File: config.mk
export PLATFORM = sky130hd
export DESIGN_NAME = field_format_pattern_check
export DESIGN_NICKNAME = d
export VERILOG_FILES = /design/src/design/ffpc_pkg.sv /design/src/design/ffpc_front.sv /design/src/design/ffpc_queue.sv /design/src/design/ffpc_back.sv /design/src/design/field_format_pattern_check.sv
export SDC_FILE = /design/constraint.sdc
export NUM_CORES = 1
export LEC_CHECK = 0
export BUFFER_PORTS_ARGS = -buffer_cell sky130_fd_sc_hd__buf_2
export CORE_UTILIZATION = 25
export DETAILED_ROUTE_END_ITERATION = 6
export HOLD_SLACK_MARGIN = 0.02
export MAX_ROUTING_LAYER = met4
export REMOVE_ABC_BUFFERS = 1
export SYNTH_ARGS = -nofsm -noshare
export SYNTH_HDL_FRONTEND = slang
export SYNTH_SLANG_ARGS = --single-unit
File: constraint.sdc
create_clock -name clock -period 13.87 [get_ports clock]
set_input_delay 0.6935 -clock clock [delete_from_list [all_inputs] [get_ports clock]]
set_output_delay 0.6935 -clock clock [all_outputs]
set_load 0.1 [all_outputs]
File: src/design/ffpc_pkg.sv
// field format pattern check: shared types, character codes and helper functions
// no dependencies
`default_nettype none

package ffpc_pkg;

   localparam int PatMax = 16;

   localparam logic [7:0] CHAR_REPEAT = 8'h24;
   localparam logic [7:0] CHAR_DIGIT  = 8'h23;
   localparam logic [7:0] CHAR_ALPHA  = 8'h58;
   localparam logic [7:0] CHAR_PRINT  = 8'h5A;
   localparam logic [7:0] CHAR_ESCAPE = 8'h5C;

   typedef enum logic [1:0] {
      CSR_PATTERN_LOW    = 2'd0,
      CSR_PATTERN_HIGH   = 2'd1,
      CSR_PATTERN_LENGTH = 2'd2
   } csr_index_type;

   // one classified value byte as it travels from front to back
   typedef struct packed {
      logic [7:0] ch;
      logic       is_digit;
      logic       is_alpha;
      logic       is_print;
      logic       drop;
      logic       last;
   } word_type;

   typedef struct packed {
      logic       valid;
      logic [7:0] ch;
   } elem_type;

   typedef struct packed {
      logic full;
      logic empty;
   } queue_status_type;

   function automatic elem_type elem_at(input logic [127:0] pattern,
                                        input logic [4:0]   len_eff,
                                        input logic [5:0]   idx);
      elem_type e;
      e.valid = (idx < {1'b0, len_eff});
      e.ch    = pattern[{idx[3:0], 3'b000} +: 8];
      return e;
   endfunction

   function automatic logic class_ok(input elem_type e, input word_type w);
      logic ok;
      if (!e.valid) begin
         ok = 1'b0;
      end else begin
         case (e.ch)
            CHAR_DIGIT: ok = w.is_digit;
            CHAR_ALPHA: ok = w.is_alpha;
            CHAR_PRINT: ok = w.is_print;
            default:    ok = (w.ch == e.ch);
         endcase
      end
      return ok;
   endfunction

   function automatic logic [4:0] sat_pos(input logic [5:0] p);
      return (p > 6'(PatMax)) ? 5'(PatMax) : p[4:0];
   endfunction

endpackage

`default_nettype wire

File: src/design/ffpc_front.sv
// front end: classifies each accepted value byte and tracks backslash dropping
// depends on ffpc_pkg
`default_nettype none

module ffpc_front
   import ffpc_pkg::*;
(
   input  wire logic       clock,
   input  wire logic       reset,
   input  wire logic       accept,
   input  wire logic [7:0] value_char,
   input  wire logic       last_char,
   output word_type        word
);

   logic skip_ff;
   logic skip_in;
   logic drop;

   assign drop = skip_ff && (value_char == CHAR_ESCAPE);

   always_comb begin
      word.ch       = value_char;
      word.is_digit = (value_char >= 8'h30) && (value_char <= 8'h39);
      word.is_alpha = ((value_char >= 8'h41) && (value_char <= 8'h5A)) ||
                      ((value_char >= 8'h61) && (value_char <= 8'h7A));
      word.is_print = (value_char >= 8'h20) && (value_char <= 8'h7E);
      word.drop     = drop;
      word.last     = last_char;
   end

   always_comb begin
      skip_in = skip_ff;
      if (accept) begin
         skip_in = last_char ? 1'b1 : !drop;
      end
   end

   always_ff @(posedge clock) begin
      if (reset) begin
         skip_ff <= 1'b1;
      end else begin
         skip_ff <= skip_in;
      end
   end

endmodule

`default_nettype wire

File: src/design/ffpc_queue.sv
// short word queue between front and back ends
// depends on ffpc_pkg
`default_nettype none

module ffpc_queue
   import ffpc_pkg::*;
#(
   parameter int DEPTH = 4
)(
   input  wire logic       clock,
   input  wire logic       reset,
   input  wire logic       push,
   input  wire word_type   push_word,
   input  wire logic       pop,
   output word_type        head_word,
   output queue_status_type status
);

   localparam int PtrWidth   = (DEPTH > 1) ? $clog2(DEPTH) : 1;
   localparam int CountWidth = $clog2(DEPTH + 1);

   word_type              data_ff [DEPTH];
   logic [PtrWidth-1:0]   wr_ptr_ff, wr_ptr_in;
   logic [PtrWidth-1:0]   rd_ptr_ff, rd_ptr_in;
   logic [CountWidth-1:0] count_ff, count_in;

   assign status.full  = (count_ff == CountWidth'(DEPTH));
   assign status.empty = (count_ff == '0);
   assign head_word    = data_ff[rd_ptr_ff];

   always_comb begin
      wr_ptr_in = wr_ptr_ff;
      rd_ptr_in = rd_ptr_ff;
      count_in  = count_ff;
      if (push) begin
         wr_ptr_in = (wr_ptr_ff == PtrWidth'(DEPTH - 1)) ? '0 : wr_ptr_ff + 1'b1;
      end
      if (pop) begin
         rd_ptr_in = (rd_ptr_ff == PtrWidth'(DEPTH - 1)) ? '0 : rd_ptr_ff + 1'b1;
      end
      case ({push, pop})
         2'b10:   count_in = count_ff + 1'b1;
         2'b01:   count_in = count_ff - 1'b1;
         default: count_in = count_ff;
      endcase
   end

   always_ff @(posedge clock) begin
      if (reset) begin
         wr_ptr_ff <= '0;
         rd_ptr_ff <= '0;
         count_ff  <= '0;
      end else begin
         wr_ptr_ff <= wr_ptr_in;
         rd_ptr_ff <= rd_ptr_in;
         count_ff  <= count_in;
      end
   end

   always_ff @(posedge clock) begin
      if (push) begin
         data_ff[wr_ptr_ff] <= push_word;
      end
   end

endmodule

`default_nettype wire

File: src/design/ffpc_back.sv
// back end: walks the format pattern one word per cycle unless a held result
// stalls a last word, and registers the verdict; depends on ffpc_pkg
`default_nettype none

module ffpc_back
   import ffpc_pkg::*;
(
   input  wire logic         clock,
   input  wire logic         reset,
   input  wire logic [127:0] pattern,
   input  wire logic [4:0]   len_eff,
   input  wire word_type     word,
   input  wire logic         word_valid,
   output logic              pop,
   output logic              rsp_valid,
   output logic              rsp_format_ok,
   input  wire logic         rsp_stall
);

   logic [4:0] pos_ff, pos_in;
   logic       rep_ff, rep_in;
   logic       mis_ff, mis_in;
   logic       rsp_valid_ff, rsp_valid_in;
   logic       rsp_ok_ff, rsp_ok_in;

   logic [5:0] pos_w;
   logic       consume_en, stay, leave;
   elem_type   e0, e1, e2, e3, eb, eb1, ee;
   logic [4:0] base, pos_c, pe, pf;
   logic       rep_c, mis_c, ok;

   assign pos_w = {1'b0, pos_ff};
   assign e0    = elem_at(pattern, len_eff, pos_w);
   assign e1    = elem_at(pattern, len_eff, pos_w + 6'd1);
   assign e2    = elem_at(pattern, len_eff, pos_w + 6'd2);
   assign e3    = elem_at(pattern, len_eff, pos_w + 6'd3);

   assign consume_en = !word.drop && !mis_ff && (len_eff != 5'd0);
   assign stay       = rep_ff && class_ok(e1, word);
   assign leave      = rep_ff && !stay;
   assign base       = leave ? sat_pos(pos_w + 6'd2) : pos_ff;
   assign eb         = leave ? e2 : e0;
   assign eb1        = leave ? e3 : e1;

   // step through the pattern for one consumed byte
   always_comb begin
      pos_c = pos_ff;
      rep_c = rep_ff;
      mis_c = mis_ff;
      if (consume_en && !stay) begin
         rep_c = 1'b0;
         pos_c = base;
         if (eb.valid && (eb.ch == CHAR_REPEAT)) begin
            if (class_ok(eb1, word)) begin
               rep_c = 1'b1;
            end else begin
               mis_c = 1'b1;
            end
         end else if (class_ok(eb, word)) begin
            pos_c = sat_pos({1'b0, base} + 6'd1);
         end else begin
            mis_c = 1'b1;
         end
      end
   end

   // end of value: close the repeat, pass over one trailing dollar
   assign pe = rep_c ? sat_pos({1'b0, pos_c} + 6'd2) : pos_c;
   assign ee = elem_at(pattern, len_eff, {1'b0, pe});
   assign pf = (ee.valid && (ee.ch == CHAR_REPEAT)) ? sat_pos({1'b0, pe} + 6'd1) : pe;
   assign ok = (len_eff == 5'd0) ? 1'b1 : (mis_c ? 1'b0 : (pf >= len_eff));

   assign pop = word_valid && (!word.last || !rsp_valid_ff || !rsp_stall);

   always_comb begin
      pos_in = pos_ff;
      rep_in = rep_ff;
      mis_in = mis_ff;
      if (pop) begin
         if (word.last) begin
            pos_in = '0;
            rep_in = 1'b0;
            mis_in = 1'b0;
         end else begin
            pos_in = pos_c;
            rep_in = rep_c;
            mis_in = mis_c;
         end
      end
   end

   always_comb begin
      rsp_valid_in = rsp_valid_ff && rsp_stall;
      rsp_ok_in    = rsp_ok_ff;
      if (pop && word.last) begin
         rsp_valid_in = 1'b1;
         rsp_ok_in    = ok;
      end
   end

   always_ff @(posedge clock) begin
      if (reset) begin
         pos_ff       <= '0;
         rep_ff       <= 1'b0;
         mis_ff       <= 1'b0;
         rsp_valid_ff <= 1'b0;
      end else begin
         pos_ff       <= pos_in;
         rep_ff       <= rep_in;
         mis_ff       <= mis_in;
         rsp_valid_ff <= rsp_valid_in;
      end
   end

   always_ff @(posedge clock) begin
      rsp_ok_ff <= rsp_ok_in;
   end

   assign rsp_valid     = rsp_valid_ff;
   assign rsp_format_ok = rsp_ok_ff;

endmodule

`default_nettype wire

File: src/design/field_format_pattern_check.sv
// Field format pattern check. Takes one value byte per cycle on the req_ channel, unless
// req_stall holds it, and gives one pass/fail word on rsp_ for each byte marked last. An
// accepted byte is written into a QUEUE_DEPTH-word queue and then taken by the pattern
// walker, which registers the verdict onto rsp_. The walker retires one byte per cycle
// unless a held result stalls a last byte; req_stall rises only when the queue is full,
// which happens only while rsp_stall holds a result. The user must write the pattern
// registers through csr_ only while no value is in flight; the block does not enforce it.
// depends on ffpc_pkg, ffpc_front, ffpc_queue, ffpc_back
`default_nettype none

module field_format_pattern_check
   import ffpc_pkg::*;
#(
   parameter int QUEUE_DEPTH = 4
)(
   input  wire logic        clock,
   input  wire logic        reset,
   input  wire logic        req_valid,
   output logic             req_stall,
   input  wire logic [7:0]  req_value_char,
   input  wire logic        req_last_char,
   output logic             rsp_valid,
   input  wire logic        rsp_stall,
   output logic             rsp_format_ok,
   input  wire logic        csr_valid,
   output logic             csr_ready,
   input  wire logic [1:0]  csr_index,
   input  wire logic [63:0] csr_data
);

   logic [63:0]      pattern_low_ff;
   logic [63:0]      pattern_high_ff;
   logic [4:0]       pattern_length_ff;
   logic [4:0]       len_eff;
   logic             req_accept;
   logic             pop;
   word_type         front_word;
   word_type         head_word;
   queue_status_type q_status;

   assign csr_ready = 1'b1;

   always_ff @(posedge clock) begin
      if (reset) begin
         pattern_low_ff    <= '0;
         pattern_high_ff   <= '0;
         pattern_length_ff <= '0;
      end else if (csr_valid && csr_ready) begin
         unique case (csr_index_type'(csr_index))
            CSR_PATTERN_LOW:    pattern_low_ff    <= csr_data;
            CSR_PATTERN_HIGH:   pattern_high_ff   <= csr_data;
            CSR_PATTERN_LENGTH: pattern_length_ff <= csr_data[4:0];
            default: ;
         endcase
      end
   end

   assign len_eff = (pattern_length_ff > 5'(PatMax)) ? 5'(PatMax) : pattern_length_ff;

   assign req_stall  = q_status.full;
   assign req_accept = req_valid && !req_stall;

   ffpc_front u_front (
      .clock      (clock),
      .reset      (reset),
      .accept     (req_accept),
      .value_char (req_value_char),
      .last_char  (req_last_char),
      .word       (front_word)
   );

   ffpc_queue #(
      .DEPTH (QUEUE_DEPTH)
   ) u_queue (
      .clock     (clock),
      .reset     (reset),
      .push      (req_accept),
      .push_word (front_word),
      .pop       (pop),
      .head_word (head_word),
      .status    (q_status)
   );

   ffpc_back u_back (
      .clock         (clock),
      .reset         (reset),
      .pattern       ({pattern_high_ff, pattern_low_ff}),
      .len_eff       (len_eff),
      .word          (head_word),
      .word_valid    (!q_status.empty),
      .pop           (pop),
      .rsp_valid     (rsp_valid),
      .rsp_format_ok (rsp_format_ok),
      .rsp_stall     (rsp_stall)
   );

`ifndef NO_ASSERTIONS
   a_reset_clears : assert property (@(posedge clock)
      reset |=> (!rsp_valid && q_status.empty && !req_stall))
      else $error("state not cleared by reset");

   a_last_gives_result : assert property (@(posedge clock) disable iff (reset)
      (pop && head_word.last) |=> rsp_valid)
      else $error("last word retired without a result");

   a_queue_flags : assert property (@(posedge clock) disable iff (reset)
      !(q_status.full && q_status.empty))
      else $error("queue both full and empty");

   a_no_pop_when_empty : assert property (@(posedge clock) disable iff (reset)
      q_status.empty |-> !pop)
      else $error("word taken from empty queue");
`endif

endmodule

`default_nettype wire

## After elaboration in Yosys (flattened, before gate mapping)

Memory sizes are Yosys's and may differ from the RTL's. A register that Yosys moved wholly into a read port is not among the register bits.
Index checks and enable logic that the tools add are counted.

| storage, ports and cells | value |
|---|---|
| input bits | 80 |
| output and inout bits | 4 |
| RAM bits | 52 |
| logic and storage cells | 148 |
| memories kept | 1 |
| register bits after elaboration | 150 |

| cells by class | value |
|---|---|
| shifts and indexed selects | 5 |
| eq/ne operators | 22 |
| add/sub/neg operators | 10 |
| reductions and logical operators | 36 |
| mux-type cells | 43 |
| $lt $le $gt $ge | 19 |

Memory list:

| name | depth | bits a word | rd ports | clocked after Yosys merged registers in | write ports | line | RTL |
|---|---|---|---|---|---|---|---|
| u_queue.data_ff | 4 | 13 | 1 | 1 | 1 | ffpc_queue.sv:22 | `word_type data_ff [DEPTH];` |

Operators by type and width:

| kind | number |
|---|---|
| $shiftx 128x8->8 | 5 |
| $mux 5 | 12 |
| $eq 8x7->1 const B | 7 |
| $eq 8x6->1 const B | 5 |
| $eq 8x8->1 | 3 |
| $gt 6x5->1 const B | 4 |
| $le 8x7->1 const B | 3 |
| $mux 1 | 21 |
| $add 5x1->6 const B | 3 |
| $add 5x2->6 const B | 3 |
| $lt 6x5->1 | 3 |
| $mux 9 | 2 |
| $ge 8x6->1 const B | 2 |
| $ge 8x7->1 const B | 2 |
| $logic_and 1x1->1 | 16 |
| $lt 5x5->1 | 2 |
| $logic_not 1->1 | 9 |
| $pmux 1 s3 | 3 |
| $eq 2x2->1 const B | 4 |
| $le 8x6->1 const B | 1 |
| $mux 2 | 4 |
| $pmux 3 s2 | 1 |
| $reduce_and 2->1 | 3 |
| $ge 5x5->1 | 1 |
| 12 further kinds | 16 |

## Depth between registers and ports, before layout

| logic depth | value |
|---|---|
| word-level depth | 27 |
| gate-level depth with buffers | 57 |
| depth with buffers taken out | 44 |

## Hierarchy

From an unflattened synthesis, not the netlist that was laid out.

| second synthesis, totals | value |
|---|---|
| cell total of the unflattened synthesis | 1581 |
| area total of the unflattened synthesis | 16279.4 µm² |

By module, submodules not included:

| module | times used | seq. area each (µm²) | cells each | area each (µm²) |
|---|---|---|---|---|
| ffpc_back | 1 | 190.2 | 923 | 8227.9 |
| field_format_pattern_check | 1 | 2662.6 | 513 | 5504.0 |
| ffpc_queue | 1 | 1741.7 | 115 | 2329.7 |
| ffpc_front | 1 | 20.0 | 30 | 217.7 |

## Worst setup path before layout

Ideal clock, no wire load.

| timing | value |
|---|---|
| path type | register -> register |
| start point | register u_back.pos_ff[0] |
| end point | register u_back.rsp_ok_ff (netlist: u_back.rsp_format_ok) (data pin) |
| path buffers | 10 |
| library setup time | 261 ps |
| required time | 13609 ps |
| slack | 2318 ps |
| stages on the path, launching flop included | 52 |
| arrival time | 11291 ps |
| period minus slack after synthesis | 11552 ps |
| path through | dfxtp_1 > buf_2 > inv_2 > buf_1 > buf_1 > clkbuf_1 > ha_1 > buf_6 > buf_4 > mux2_1 > mux4_2 > nor3_1 > a31oi_1 > or3b_1 > o31a_1 > o221ai_2 > buf_6 > a2bb2oi_2 > [16 not listed] > clkinv_2 > ha_1 > a21o_1 > a21o_1 > a21oi_1 > o21a_1 > nand3_1 > nor3b_2 > or2_1 > a21oi_1 > ha_1 > nand2b_1 > a21oi_1 > nor2b_1 > o21ai_0 > nand2b_1 > a21oi_1 > o22ai_1 |

| on the way | value |
|---|---|
| longest elaborated chain between the ends | 27 |
| elaborated cells between the ends (all ways) | 71 |
| those cells by class | add/sub (6); order compare (10); eq/ne (14); shift (5); mux (30); reduce/logical (6) |

Ends and longest elaborated chain:

| what | line | RTL |
|---|---|---|
| start, declared | ffpc_back.sv:20 | `logic [4:0] pos_ff, pos_in;` |
| start signal, assigned | ffpc_back.sv:108 | `pos_ff <= pos_in;` |
| branches (longest 26 deep; another with $add 5x1->6) | - |  |
| $mux 1 * | ffpc_back.sv:71 | `assign ok = (len_eff == 5'd0) ? 1'b1 : (mis_c ? 1'b0 : (pf >= len_eff));` |
| end signal, assigned | ffpc_back.sv:116 | `rsp_ok_ff <= rsp_ok_in;` |
| end, declared | ffpc_back.sv:24 | `logic rsp_ok_ff, rsp_ok_in;` |

Every way passes the cells marked *. The select of a mux whose other input is x is not followed.
A chain may end at the register's enable or synchronous reset.

## Worst setup path after layout

Ends and elaborated chain as after synthesis.

==> run metrics <==
status finished clean; Final Cycle Share 87.6%; cell taking the most area after synthesis dfxtp_1; Post-synth ARST share 0%; Primary FF master, synth dfxtp_1; Setup Buffers After CTS 0; Min-Delay Path Class in2reg; slowest stage delay, CP 0.70 ns; Post-Route WL 53.3 mm; total die area 59,700 µm²; number of synthesized flops with an enable pin 53; Distinct cells, synth 86; syn_area_per_cell 9.38 µm²; unrepaired setup endpoints after global routing false; Tmin final 12.15 ns; CTS Root Cell clkbuf_16; CTS clk-pin slew, worst paths 0.07 ns; register area 4620 µm²; switch share 33.4%; Worst-Margin Slew 1.13 ns; Ys Warns 0; Worst VDD drop 0.0765 mV; PwrDens 114 nW/µm²; Die Height 244 µm; clk sinks 204; dpl cells 2,323; Final Util 28.7%; Worst path slowest cell buf_4; row count 88; non-filler cells, final 2,365; critical-path maximum fanout 56; max cap viols 0; top post-synthesis cells by area dfxtp_1 (21%), mux4_2 (17%), edfxtp_1 (11%), mux2i_1 (8.9%), nand2_1 (8.1%); post-cts sizing count 0; area delta synth->final 13.1%; setup slack at placement 1.83 ns; most used cell, CP a21oi_1; Int Power 1.26 mW; number of top-level pins 84; Hold-fix buffers, CTS 0; die width 244 µm; Setup Skew 0.0244 ns; Combinational Power Share 27.0%; sw power 631 µW; Setup TNS Final 0 ns; First-pass DRT Iterations 5; initial antenna violation count 0; vias in the first global route 12,600; required time worst endpoint 14.15 ns; gpl congestion 1.09; Seq pwr share 36.8%; compound-cell area share of the yosys netlist 13.6%; layout cells sized above 1 18.6%; setup ws final 1.72 ns; DRT iter0 DRCs 1,732; Adder-Cell Fraction of Synth Area 3.46%; Hold Vio Cnt, Final 0; H-tree depth 1; data arrival time of the worst path 12.43 ns; Max Fclk 82.3 MHz; critical setup path kind reg2reg; Initial Util 25.4%; IO Port Bufs 82; Leak 5.65 nW; Clock Latency Late Sink 0.55 ns; nets@finish 1,703; final HPWL from detailed placement 39.4 mm; CP Launch Type flop; cells after synthesis 1,565; CTS max path bufs 3; largest net degree at the start of global routing 80; Max-Slew Margin vs Limit 23.6%; Simple-Gate Fraction of Synth Area 17.7%; via count 13,200; clock buffer count from CTS 23; global route total overflow 0; CTS tree yes; vias per inst 5.58; wire per inst 22.5 µm; # DRC 0; Slew Limit Fails 0; Post-DRT Antenna Nets 0; Core ar. 57,800 µm²; proportion of synthesized area in mux cells 27.6%; main combinational cell family by area after synthesis multiplexers; CP endpoint kind flop; Synth top area share 20.6%; Clock power frac 36.2%; post-synthesis cell area 14,700 µm²; area of the multi-input gates 9500 µm²; Layout fillers 6,065; post-synthesis sequential area ratio 31.4%; Post-Synth XOR/XNOR Area 2.10%; final setup fails 0; GRT Resource Usage Total 18.0%; Antenna diodes 0; FF+latch count, synth 204; first-pass GRT wire length 80.4 mm
cells in the final DEF, fill, tap and decap left out, types with 6 or more instances in the layout:
| cell | n |
|---|---|
| xnor2_1 | 16 |
| a21o_1 | 11 |
| a22oi_1 | 9 |
| a211oi_1 | 6 |
| nand4_1 | 7 |
| nor4b_1 | 32 |
| buf_4 | 18 |
| and2_1 | 11 |
| buf_2 | 81 |
| nand3_1 | 24 |
| inv_1 | 25 |
| and3_1 | 6 |
| edfxtp_1 | 53 |
| nand2_1 | 317 |
| a21oi_1 | 175 |
| o31ai_1 | 6 |
| xor2_1 | 14 |
| dfxtp_1 | 148 |
| or3_1 | 8 |
| mux2_2 | 23 |
| o21ai_0 | 34 |
| nor2b_1 | 6 |
| clkbuf_16 | 23 |
| ha_1 | 38 |
| nor2_1 | 79 |
| mux2i_1 | 130 |
| nand2b_1 | 10 |
| o211ai_1 | 10 |
| o221ai_1 | 9 |
| mux4_2 | 109 |
| nor3_1 | 18 |
| o22ai_1 | 17 |
cell type report:
class	instances	area share (%)
clock inverter	14	1.29
clock buffer	28	3.76
tap	765	5.77
multi-input combinational	1224	57.2
timing repair buffer	100	3.38
inverter	30	0.701
sequential	204	27.9
state kept, by name, summed over array words and instances, names as in the netlist, named ones only:
signal                flops
u_back.mis_ff             1
u_back.rsp_valid          1
u_back.rsp_format_ok      1
u_back.pos_ff             5
pattern_high_ff          64
u_back.rep_ff             1
pattern_length_ff         5
u_queue.data_ff          52
u_queue.wr_ptr_ff         2
pattern_low_ff           64
u_front.skip_ff           1
u_queue.rd_ptr_ff         2
u_queue.count_ff          3
power groups by stage:
stage	Combinational, mW	Sequential, mW	Clock (mW)
after floorplan	0.323	0.708	0
after global placement	0.504	0.703	0
after detailed placement	0.507	0.705	0
after CTS	0.510	0.692	0.698
after global routing	0.552	0.697	0.723
final	0.510	0.694	0.684
worst paths after layout:
path                   startpoint                    to  slack [ns]  cells after the start
max reg2reg      u_back.pos_ff[0]  u_back.rsp_format_ok        1.72                     41
min                   csr_data[5]     pattern_low_ff[5]        0.39                      3
max              u_back.pos_ff[0]  u_back.rsp_format_ok        1.72                     41
min reg2reg  u_queue.rd_ptr_ff[1]  u_queue.rd_ptr_ff[1]        0.49                      2
critical path, delay by kind of cell (launching register included):
kind            cells  cell delay, ns
compound gates     15            4.15
simple gates       15            3.68
buf+inv             4            1.58
mux                 4            1.29
fa+ha+maj           3            0.79
flops               1            0.35
metrics by stage:
step | power [mW] | hold slack, ns | cell area [µm²]
final | 1.89 | 0.391 | 16600
after global routing | 1.97 | 0.389 | 16600
after CTS | 1.90 | 0.375 | 16600
after detailed placement | 1.21 | 0.486 | 15800
after global placement | 1.21 | 0.466 | 15800
after floorplan | 1.03 | 0.447 | 14200
kinds of logic (layout without fill, tap and decap cells):
family          after synthesis  in the layout
fa+ha+maj                    40             40
xor+xnor                     33             33
compound gates              327            327
other cells                   1              1
mux                         265            265
buf+inv                     137            172
simple gates                558            558
flops                       204            204
synthesized netlist by cell type (all sizes together), types with 17 or more instances:
cell type	instances
nand2	317
a21oi	175
dfxtp	151
mux2i	130
mux4	109
nor2	79
clkbuf	72
edfxtp	53
ha	39
buf	35
o21ai	35
nor4b	32
inv	27
mux2	26
nand3	24
xnor2	19
nor3	18
o22ai	17
routing by layer:
metal	share of wire (%)	global-route usage (%)
met5	0	-
met4	5.1	8.71
met3	8.2	3.06
met2	46	27.8
met1	40	22.8
Power figures use the tool's default switching activity.
